===== src/rtl/rgs_pkg.sv =====
// ----------------------------------------------------------------------------
// rgs_pkg: shared types and constants of the ramped gain smoother
// Holds the action codes and the command and status words that pass between
// the controller and the datapath.
// ----------------------------------------------------------------------------
package rgs_pkg;

  // Extra fraction bits carried by the running gain below the Q4.F gain.
  localparam int unsigned EXTRA_BITS = 20;

  // Width of the ramp length configuration register.
  localparam int unsigned RAMP_REG_BITS = 16;

  // Width of the new target gain field.
  localparam int unsigned NEW_GAIN_BITS = 24;

  // Action codes of an input word.
  typedef enum logic [1:0] {
    ACT_SAMPLE = 2'd0,
    ACT_SET    = 2'd1,
    ACT_SNAP   = 2'd2
  } action_e;

  // Commands from the controller to the datapath.
  typedef struct packed {
    logic take_sample;
    logic set_target;
    logic snap;
    logic load_out;
    logic div_step;
    logic div_finish;
  } cmd_t;

  // Status from the datapath to the controller.
  typedef struct packed {
    logic trivial;
  } status_t;

endpackage


===== src/rtl/rgs_ctrl.sv =====
// ----------------------------------------------------------------------------
// rgs_ctrl: controller of the ramped gain smoother
// Sequences sample scaling and the bit-serial increment division, and owns
// the handshake of both channels.
// ----------------------------------------------------------------------------
module rgs_ctrl import rgs_pkg::*; #(
  parameter int unsigned DIV_STEPS = 44
) (
  input  logic       clk_i,
  input  logic       rst_ni,
  input  logic       in_valid_i,
  output logic       in_stall_o,
  input  logic [1:0] action_i,
  output logic       out_valid_o,
  input  logic       out_stall_i,
  input  status_t    status_i,
  output cmd_t       cmd_o
);

  localparam int unsigned CNT_W = (DIV_STEPS > 1) ? $clog2(DIV_STEPS) : 1;

  typedef enum logic [1:0] {
    ST_IDLE,
    ST_MUL,
    ST_DIV,
    ST_FIN
  } state_e;

  state_e             state_q, state_d;
  logic [CNT_W-1:0]   cnt_q, cnt_d;
  logic               out_valid_q, out_valid_d;
  logic               in_acc;

  assign in_stall_o  = (state_q != ST_IDLE) | (out_valid_q & out_stall_i);
  assign in_acc      = in_valid_i & ~in_stall_o;
  assign out_valid_o = out_valid_q;

  always_comb begin
    state_d     = state_q;
    cnt_d       = cnt_q;
    out_valid_d = out_valid_q & out_stall_i;
    cmd_o       = '0;
    unique case (state_q)
      ST_IDLE: begin
        if (in_acc) begin
          unique case (action_i)
            ACT_SAMPLE: begin
              cmd_o.take_sample = 1'b1;
              state_d           = ST_MUL;
            end
            ACT_SET: begin
              cmd_o.set_target = 1'b1;
              if (!status_i.trivial) begin
                cnt_d   = '0;
                state_d = ST_DIV;
              end
            end
            ACT_SNAP: begin
              cmd_o.snap = 1'b1;
            end
            default: begin
              // The spare action code is dropped without effect.
            end
          endcase
        end
      end
      ST_MUL: begin
        cmd_o.load_out = 1'b1;
        out_valid_d    = 1'b1;
        state_d        = ST_IDLE;
      end
      ST_DIV: begin
        cmd_o.div_step = 1'b1;
        cnt_d          = cnt_q + 1'b1;
        if (cnt_q == CNT_W'(DIV_STEPS - 1)) begin
          state_d = ST_FIN;
        end
      end
      ST_FIN: begin
        cmd_o.div_finish = 1'b1;
        state_d          = ST_IDLE;
      end
      default: begin
        state_d = ST_IDLE;
      end
    endcase
  end

  always_ff @(posedge clk_i or negedge rst_ni) begin
    if (!rst_ni) begin
      state_q     <= ST_IDLE;
      cnt_q       <= '0;
      out_valid_q <= 1'b0;
    end else begin
      state_q     <= state_d;
      cnt_q       <= cnt_d;
      out_valid_q <= out_valid_d;
    end
  end

endmodule


===== src/rtl/rgs_datapath.sv =====
// ----------------------------------------------------------------------------
// rgs_datapath: datapath of the ramped gain smoother
// Holds the gain state, the ramp length register, the sample multiplier with
// rounding and saturation, and a restoring divider that yields one quotient
// bit per cycle.
// ----------------------------------------------------------------------------
module rgs_datapath import rgs_pkg::*; #(
  parameter int unsigned SAMPLE_BITS     = 24,
  parameter int unsigned GAIN_FRAC_BITS  = 20,
  parameter int unsigned RAMP_COUNT_BITS = 16
) (
  input  logic                                clk_i,
  input  logic                                rst_ni,
  input  logic                                cfg_we_i,
  input  logic [RAMP_REG_BITS-1:0]            cfg_wdata_i,
  input  logic signed [SAMPLE_BITS-1:0]       sample_in_i,
  input  logic                                frame_end_i,
  input  logic [NEW_GAIN_BITS-1:0]            new_gain_i,
  input  cmd_t                                cmd_i,
  output status_t                             status_o,
  output logic signed [SAMPLE_BITS-1:0]       sample_out_o,
  output logic [GAIN_FRAC_BITS+3:0]           gain_now_o,
  output logic                                ramping_o
);

  localparam int unsigned GB    = GAIN_FRAC_BITS + 4;
  localparam int unsigned GC_W  = GB + EXTRA_BITS;
  localparam int unsigned ST_W  = GC_W + 1;
  localparam int unsigned RC    = RAMP_COUNT_BITS;
  localparam int unsigned CMP_W = (GB > NEW_GAIN_BITS) ? GB : NEW_GAIN_BITS;
  localparam int unsigned N_W   = (RC > RAMP_REG_BITS) ? RC : RAMP_REG_BITS;
  localparam int unsigned PW    = SAMPLE_BITS + GB;
  localparam int unsigned Q_W   = PW + 1 - GAIN_FRAC_BITS;

  // Control state: gain, target, increment and remaining steps.
  logic [RAMP_REG_BITS-1:0] ramp_q;
  logic [GC_W-1:0]          gain_q;
  logic [GB-1:0]            target_q;
  logic signed [ST_W-1:0]   step_q;
  logic [RC-1:0]            left_q;

  // Divider registers.
  logic [GC_W-1:0]          dquo_q;
  logic [RC:0]              drem_q;
  logic [RC-1:0]            dn_q;
  logic                     dneg_q;

  // Multiplier stage and output payload.
  logic [PW-1:0]            prod_q;
  logic                     pneg_q;
  logic signed [SAMPLE_BITS-1:0] out_sample_q;
  logic [GB-1:0]            out_gain_q;
  logic                     out_ramp_q;

  // Set-target arithmetic.
  logic [CMP_W-1:0]         ng_w;
  logic [GB-1:0]            target_new;
  logic [N_W-1:0]           n_w;
  logic [RC-1:0]            n_new;
  logic [GC_W-1:0]          full_new;
  logic signed [ST_W-1:0]   diff;
  logic signed [ST_W-1:0]   diff_mag;

  always_comb begin
    ng_w       = CMP_W'(new_gain_i);
    target_new = (ng_w > CMP_W'({GB{1'b1}})) ? {GB{1'b1}} : ng_w[GB-1:0];
    n_w        = N_W'(ramp_q);
    n_new      = n_w[RC-1:0];
    full_new   = {target_new, {EXTRA_BITS{1'b0}}};
    diff       = $signed({1'b0, full_new}) - $signed({1'b0, gain_q});
    diff_mag   = diff[ST_W-1] ? -diff : diff;
  end

  assign status_o.trivial = (n_new == '0) || (gain_q == full_new);

  // Divider step.
  logic [RC:0]  rem_sh;
  logic         ge;
  logic [ST_W-1:0] q_ext;

  always_comb begin
    rem_sh = {drem_q[RC-1:0], dquo_q[GC_W-1]};
    ge     = rem_sh >= {1'b0, dn_q};
    q_ext  = {1'b0, dquo_q};
  end

  // Sample magnitude and ramp advance.
  logic                   s_neg;
  logic [SAMPLE_BITS-1:0] s_mag;
  logic [RC-1:0]          left_dec;
  logic                   adv;

  always_comb begin
    s_neg    = sample_in_i[SAMPLE_BITS-1];
    s_mag    = s_neg ? SAMPLE_BITS'(-sample_in_i) : SAMPLE_BITS'(sample_in_i);
    adv      = frame_end_i && (left_q != '0);
    left_dec = left_q - 1'b1;
  end

  // Rounding and saturation of the registered product.
  logic [PW:0]            rsum;
  logic [Q_W-1:0]         q_val;
  logic [Q_W-1:0]         q_lim;
  logic [SAMPLE_BITS-1:0] q_sat;

  always_comb begin
    rsum  = {1'b0, prod_q} + (PW + 1)'({1'b1, {(GAIN_FRAC_BITS - 1){1'b0}}});
    q_val = rsum[PW:GAIN_FRAC_BITS];
    q_lim = pneg_q ? Q_W'({1'b1, {(SAMPLE_BITS - 1){1'b0}}})
                   : Q_W'({1'b0, {(SAMPLE_BITS - 1){1'b1}}});
    q_sat = (q_val > q_lim) ? q_lim[SAMPLE_BITS-1:0] : q_val[SAMPLE_BITS-1:0];
  end

  always_ff @(posedge clk_i or negedge rst_ni) begin
    if (!rst_ni) begin
      ramp_q   <= '0;
      gain_q   <= '0;
      target_q <= '0;
      step_q   <= '0;
      left_q   <= '0;
    end else begin
      if (cfg_we_i) begin
        ramp_q <= cfg_wdata_i;
      end
      if (cmd_i.take_sample && adv) begin
        left_q <= left_dec;
        if (left_dec == '0) begin
          gain_q <= {target_q, {EXTRA_BITS{1'b0}}};
          step_q <= '0;
        end else begin
          gain_q <= gain_q + step_q[GC_W-1:0];
        end
      end
      if (cmd_i.set_target) begin
        target_q <= target_new;
        if (status_o.trivial) begin
          gain_q <= full_new;
          step_q <= '0;
          left_q <= '0;
        end
      end
      if (cmd_i.snap) begin
        gain_q <= {target_q, {EXTRA_BITS{1'b0}}};
        step_q <= '0;
        left_q <= '0;
      end
      if (cmd_i.div_finish) begin
        step_q <= dneg_q ? -$signed(q_ext) : $signed(q_ext);
        left_q <= dn_q;
      end
    end
  end

  always_ff @(posedge clk_i) begin
    if (cmd_i.set_target) begin
      dquo_q <= diff_mag[GC_W-1:0];
      drem_q <= '0;
      dn_q   <= n_new;
      dneg_q <= diff[ST_W-1];
    end else if (cmd_i.div_step) begin
      drem_q <= ge ? (rem_sh - {1'b0, dn_q}) : rem_sh;
      dquo_q <= {dquo_q[GC_W-2:0], ge};
    end
    if (cmd_i.take_sample) begin
      prod_q     <= PW'(s_mag) * PW'(gain_q[GC_W-1:EXTRA_BITS]);
      pneg_q     <= s_neg;
      out_gain_q <= gain_q[GC_W-1:EXTRA_BITS];
      out_ramp_q <= adv ? (left_dec != '0) : (left_q != '0);
    end
    if (cmd_i.load_out) begin
      out_sample_q <= pneg_q ? -$signed(q_sat) : $signed(q_sat);
    end
  end

  assign sample_out_o = out_sample_q;
  assign gain_now_o   = out_gain_q;
  assign ramping_o    = out_ramp_q;

endmodule


===== src/rtl/ramped_gain_smoother.sv =====
// ----------------------------------------------------------------------------
// ramped_gain_smoother: audio gain with a linear ramp toward a target
// Scales signed samples by a running gain that moves one step per frame
// toward a target, landing on it exactly at the last step.
// ----------------------------------------------------------------------------
//
//   Channel  | Handshake                   | Payload
//   ---------+-----------------------------+---------------------------------
//   input    | in_valid_i / in_stall_o     | action, sample_in, frame_end,
//            |                             | new_gain
//   output   | out_valid_o / out_stall_i   | sample_out, gain_now, ramping
//   config   | cfg_we_i                    | cfg_wdata_i (ramp_samples)
//
// For a sample word the multiplier output is registered, then the product is
// rounded and saturated into the output register. A snap word takes effect
// as soon as it is taken. A set-target word that starts a ramp stalls the
// input while the restoring divider forms one quotient bit of the increment
// per cycle, then loads the increment and the step count.
// Reset is asynchronous and active low; it clears gain, target, increment,
// step count and ramp length. A word is taken while the previous result still
// waits only if that result leaves in the same cycle.
// ----------------------------------------------------------------------------
module ramped_gain_smoother import rgs_pkg::*; #(
  parameter int unsigned SAMPLE_BITS     = 24,
  parameter int unsigned GAIN_FRAC_BITS  = 20,
  parameter int unsigned RAMP_COUNT_BITS = 16
) (
  input  logic                          clk_i,
  input  logic                          rst_ni,
  // Configuration: ramp length in sample frames.
  input  logic                          cfg_we_i,
  input  logic [RAMP_REG_BITS-1:0]      cfg_wdata_i,
  // Input words.
  input  logic                          in_valid_i,
  output logic                          in_stall_o,
  input  logic [1:0]                    action_i,
  input  logic signed [SAMPLE_BITS-1:0] sample_in_i,
  input  logic                          frame_end_i,
  input  logic [NEW_GAIN_BITS-1:0]      new_gain_i,
  // Output words.
  output logic                          out_valid_o,
  input  logic                          out_stall_i,
  output logic signed [SAMPLE_BITS-1:0] sample_out_o,
  output logic [GAIN_FRAC_BITS+3:0]     gain_now_o,
  output logic                          ramping_o
);

  // The divider runs once per bit of the running gain.
  localparam int unsigned DIV_STEPS = GAIN_FRAC_BITS + 4 + EXTRA_BITS;

  cmd_t    cmd;
  status_t status;

  // The controller decides when words are taken and which datapath
  // operation runs in each cycle.
  rgs_ctrl #(
    .DIV_STEPS (DIV_STEPS)
  ) u_ctrl (
    .clk_i       (clk_i),
    .rst_ni      (rst_ni),
    .in_valid_i  (in_valid_i),
    .in_stall_o  (in_stall_o),
    .action_i    (action_i),
    .out_valid_o (out_valid_o),
    .out_stall_i (out_stall_i),
    .status_i    (status),
    .cmd_o       (cmd)
  );

  // The datapath holds all gain state and the output payload registers.
  rgs_datapath #(
    .SAMPLE_BITS     (SAMPLE_BITS),
    .GAIN_FRAC_BITS  (GAIN_FRAC_BITS),
    .RAMP_COUNT_BITS (RAMP_COUNT_BITS)
  ) u_datapath (
    .clk_i        (clk_i),
    .rst_ni       (rst_ni),
    .cfg_we_i     (cfg_we_i),
    .cfg_wdata_i  (cfg_wdata_i),
    .sample_in_i  (sample_in_i),
    .frame_end_i  (frame_end_i),
    .new_gain_i   (new_gain_i),
    .cmd_i        (cmd),
    .status_o     (status),
    .sample_out_o (sample_out_o),
    .gain_now_o   (gain_now_o),
    .ramping_o    (ramping_o)
  );

endmodule

===== config.mk =====
export PLATFORM = sky130hd
export DESIGN_NAME = ramped_gain_smoother
export DESIGN_NICKNAME = d
export VERILOG_FILES = /design/src/rtl/rgs_pkg.sv /design/src/rtl/rgs_ctrl.sv /design/src/rtl/rgs_datapath.sv /design/src/rtl/ramped_gain_smoother.sv
export SDC_FILE = /design/constraint.sdc
export NUM_CORES = 2
export LEC_CHECK = 0
export BUFFER_PORTS_ARGS = -buffer_cell sky130_fd_sc_hd__clkbuf_2
export CORE_MARGIN = 4
export CORE_UTILIZATION = 55
export DETAILED_ROUTE_END_ITERATION = 8
export PLACE_DENSITY = 0.7
export RECOVER_POWER = 50
export SLEW_MARGIN = 15
export SYNTH_ARGS = -nofsm -noshare
export SYNTH_HDL_FRONTEND = slang
export SYNTH_SLANG_ARGS = --single-unit

===== constraint.sdc =====
create_clock -name clk_i -period 13.9 [get_ports clk_i]
set_input_delay 1.39 -clock clk_i [delete_from_list [all_inputs] [get_ports clk_i]]
set_output_delay 1.39 -clock clk_i [all_outputs]
set_load 0.05 [all_outputs]

Word-level counts from Yosys, hierarchy flattened
Cells that the tools add are included.

operators by class
  add/subtract/negate cells = 10
  $mul = 1
  divide/modulo/power cells = 0
  order comparisons = 3
  equality and inequality tests = 13
  shift-type cells = 0
  muxes and demuxes = 45
  bitwise gates (word level) = 4
  reductions and logical operators = 15

operator list
  operator                                                count
  2-to-1 mux 44 bit                                       8
  2-to-1 mux 45 bit                                       7
  2-to-1 mux 24 bit                                       5
  2-to-1 mux 16 bit                                       6
  adder 48 x 20 -> 49 bit (second input constant)         1
  multiplier 24 x 24 -> 48 bit                            1
  negator 24 bit                                          2
  negator 44 -> 45 bit                                    1
  subtractor 44 x 44 -> 45 bit                            1
  adder 44 bit                                            1
  == test 44 bit                                          1
  negator 44 bit                                          1
  logical NOT 16 bit                                      2
  nonzero test 16 bit                                     2
  greater-than comparator 29 bit                          1
  greater-than comparator 24 bit (second input constant)  1
  2-to-1 mux 6 bit                                        3
  greater-or-equal comparator 17 x 16 -> 1 bit            1
  subtractor 16 x 1 -> 16 bit (second input constant)     1
  subtractor 16 bit                                       1
  case mux 6 bit (2 select lines)                         1
  2-to-1 mux 1 bit                                        8
  AND reduction 4 bit                                     2
  adder 6 x 1 -> 6 bit (second input constant)            1
  other kinds (18)                                        32

word-level totals
  register bits = 329
  bits in latches = 0
  RAM bits = 0
  memory bits (read-only) = 0
  input port bits = 72
  word-level logic and storage cells = 108
  memories = 0

Longest topological paths before layout
  depth in word-level cells = 12
  gate-level depth with buffers = 36
  mapped depth without buffers = 33

Hierarchy
Synthesis repeated with hierarchy kept, for this count alone.

unflattened totals
  cells, all modules = 4565
  area, all modules = 39999.6 sq um

by module, submodules not included
  module        instances  cells each  area an instance (sq um)
  rgs_datapath  1          4512        39479.1
  rgs_ctrl      1          53          520.5

Worst setup path before layout
OpenSTA, ideal clock, no wires.

  path type = input -> register
  start point = in sample_in_i[0]
  end point = reg u_datapath.prod_q[41], data pin
  setup time = 0.265 ns
  arrival = 9.969 ns
  data required time = 13.635 ns
  slack = 3.666 ns
  stages = 34
  cell sequence = clkbuf_1 -> inv_1 -> buf_1 -> ha_1 -> nand2b_1 -> or2_2 -> or3_1 -> o21a_1 -> o41ai_1 -> xor2_1 -> clkbuf_1 -> nor2_1 -> fa_1 -> fa_1 -> inv_1 -> fa_1 -> fa_1 -> inv_1 -> fa_1 -> fa_1 -> inv_1 -> fa_1 -> inv_1 -> ha_1 -> a21o_1 -> a21o_1 -> a21oi_1 -> o21ai_0 -> or3_1 -> a21oi_1 -> nor2_1 -> a211oi_1 -> o211ai_1 -> xor2_1

on the way
  longest elaborated chain between the ends = 3

RTL lines
  what                            line                        RTL
  start, declared                 ramped_gain_smoother.sv:37  input logic signed [SAMPLE_BITS-1:0] sample_in_i,
  negator 24 bit                  rgs_datapath.sv:95          s_mag = s_neg ? SAMPLE_BITS'(-sample_in_i) : SAMPLE_BITS'(sample_in_i);
  2-to-1 mux 24 bit *             rgs_datapath.sv:95
  multiplier 24 x 24 -> 48 bit *  rgs_datapath.sv:165         prod_q <= PW'(s_mag) * PW'(gain_q[GC_W-1:EXTRA_BITS]);
  end signal, assigned            rgs_datapath.sv:165
  end, declared                   rgs_datapath.sv:49          logic [PW-1:0] prod_q;

Mark *: on every way between the ends. The rest lies on a longest branch, timed or not.
A chain may end at the register's enable or synchronous reset.

Final worst setup path
  start point = in sample_in_i[0]
  end point = reg u_datapath.prod_q[42], data pin

Same word-level chain as after synthesis.

==> flow_summary.toml <==
[sta]
period_minus_slack_ns = 11.01
post-route-period-util_pct = 79.2
relSlewSlack_pct = -206
rsz0062_at_grt = "no"
setup_viol = 0
worst_slew_pin_slew_ns = 4.59
drv_slew = 336
hold_viol = 0
skew_ns = 0.0320
fmax_mhz = 90.8
fin_tns_setup_ns = 0

[cts]
postCtsResizedCells = 0
ctsHoldBuffers = 0
htree_levels = 2
cts_sinks = 309
clock_path_buffers = 3
root_buffer = "clkbuf_16"
numCtsBuffers = 39
post_cts_buffers = 0
cts_tree = "built"
clkTransAtPathRegs_ns = 0.06
clk_latency_ns = 0.58

[placement]
port_buffers = 122
gp_congestion = 0.992
hpwl_um = 91100

[drt]
num_vias = 32992
ant_nets = 0
drc_errors = 0
wl_per_cell_um = 21.5
drt-pass1-iter-count = 6
vias_per_cell = 5.92
drt-initial-drc-count = 2527
routed_wl_um = 120000

[floorplanning]
coreArea_mm2 = 0.0715
die-area_mm2 = 0.0765
io_pins = 123
initial_utilization_pct = 55.5
core.rowCount = 98
chipWidth_um = 277
fp.dieH_um = 277

[logic_synthesis]
ys_async_sr_fraction_pct = 49.5
synthCells = 4565
ys_ff_latch = 309
synth-edff-count = 140
ys_warn_count = 0
syn_area_per_cell_um2 = 8.69
ys_types = 98
synthFlopType = "dfrtp_1"
syn-cell-area_mm2 = 0.0397
syn_nets = 5406
yosysSeqAreaShare_pct = 21.0

[critical_path]
reg2reg_depth = 27
crit_required_ns = 14.28
slowest_stage = "xor2_1"
crit_family = "adder cells"
cpPeakStageDelay_ns = 0.80
r2r-end = "u_datapath.prod_q[42]$_DFFE_PP_"
reg2reg_slack_ns = 4.42
arrival_ns = 11.39
cp-end-kind = "register"
path_buf_inv = 5
crit_start = "sample_in_i[0]"
path_common_cell = "fa_1"
worst-path-max-fanout = 11
crit_cells = 32
critPathKind = "input port to register"
crit_end = "u_datapath.prod_q[42]$_DFFE_PP_"
start_kind = "input port"
r2r_start = "u_datapath.gain_q[27]$_DFF_PN0_"

[run_status]
violations = "capacitance limit, slew limit"
outcome = "complete, but fails checks"

[final_layout]
nNetsFinal = 5433
drive_gt1_share_pct = 6.16
nFillCells = 6409
syn_to_final_growth_pct = 7.54
final_core_util_pct = 59.7
final_cell_mix = "inv_1, nand2_1, fa_1"
layout_commonest_cell = "inv_1"

[global_routing]
antenna_found_initial = 4
grtUsageTotal_pct = 31.3
met1_usage_pct = 40.4
grt_pass1_vias = 33414
overflow = 0
grtUsageMet2_pct = 51.2
grt_use_met3_pct = 6.26
grt_start_max_net_pins = 101
grt_pass1_wl_um = 189000
busiest_layer = "met2"

[hold_path]
hp-class = "register to register"
worstHoldStart = "u_datapath.n_new[15]$_DFFE_PN0P_"

[job]
maxCapViolCount = 8
cell usage after synthesis (34+ instances only):
cell type	count	area share [%]
nor2_1	431	4.1
dfrtp_1	153	9.6
and3_1	34	0.54
nand3_1	108	1.4
fa_1	483	24
edfxtp_1	140	11
clkbuf_1	193	1.8
a21oi_1	201	2.5
nand4_1	38	0.60
o21ai_0	235	3.0
xor2_1	110	2.4
xnor2_1	145	3.2
or3_1	36	0.57
inv_1	650	6.1
nor3_1	54	0.68
nand2_1	552	5.2
a31oi_1	39	0.61
a21o_1	70	1.3
and2_1	103	1.6
ha_1	286	9.0
registers in the layout, summed over array words and instances (netlist names):
register                 count
u_datapath.gain_q           44
u_datapath.dneg_q            1
u_datapath.pneg_q            1
u_datapath.prod_q           29
u_datapath.gain_now_o       24
u_ctrl.state_q               2
u_datapath.n_new            16
u_ctrl.out_valid_o           1
u_datapath.sample_out_o     24
u_datapath.dn_q             16
u_datapath.left_q           16
u_datapath.step_q           44
u_datapath.target_q         24
u_ctrl.cnt_q                 6
u_datapath.drem_q           16
u_datapath.dquo_q           44
u_datapath.ramping_o         1
cell families (layout without fill, tap and decap cells):
kind of cell    count (synthesis)  count (layout)  synth area share [%]
mux                            54              54                  1.43
compound gates                787             787                  12.3
other cells                     0               3                     0
flops                         309             309                  21.0
buf+inv                       873             931                  8.31
simple gates                 1517            1517                  17.8
fa+ha+maj                     769             769                  33.4
xor+xnor                      256             256                  5.68
stage by stage:
step / setup WS, ns / instances / hold slack (ns) / instance area (um^2)
final: 2.89 / 5576 / 0.475 / 42700
after global routing: 2.44 / 5573 / 0.495 / 42700
after CTS: 3.06 / 5573 / 0.478 / 42800
after detailed placement: 2.51 / 5501 / 0.463 / 41400
after global placement: 2.68 / 5501 / 0.447 / 41400
after floorplan: 3.67 / 4565 / 0.433 / 39700
per-layer routing:
metal  vias to the layer above  share of wire (%)
met2                      1343                 46
met4                         4                5.5
li1                      15050                  -
met1                     16214                 40
met5                         -              0.019
met3                       381                8.0
final cells by class:
| cell class | instances | area (um^2) | area share [%] |
|---|---|---|---|
| multi-input cells | 3383 | 28200 | 66.0 |
| flip-flops and latches | 309 | 8350 | 19.6 |
| inverters | 657 | 2470 | 5.78 |
| well taps | 950 | 1190 | 2.78 |
| repair buffers | 202 | 1080 | 2.52 |
| clock buffers | 49 | 1060 | 2.49 |
| clock inverters | 23 | 348 | 0.815 |
| diodes | 3 | 7.51 | 0.0176 |
how the worst min path moves through the flow:
| stage | end | slack, ns | cells after the start |
|---|---|---|---|
| after floorplan | u_datapath.drem_q[15]$_SDFFE_PP0P_ | 0.43 | 1 |
| after global placement | u_datapath.drem_q[15]$_SDFFE_PP0P_ | 0.45 | 1 |
| after detailed placement | u_datapath.dn_q[12]$_DFFE_PP_ | 0.46 | 0 |
| after CTS | u_datapath.dn_q[15]$_DFFE_PP_ | 0.48 | 0 |
| after global routing | u_datapath.dn_q[15]$_DFFE_PP_ | 0.49 | 0 |
| final | u_datapath.dn_q[15]$_DFFE_PP_ | 0.48 | 0 |
Power is left out: the tool's default activity adds up to more than one toggle a clock period on the data nets, which glitch-free logic cannot reach.
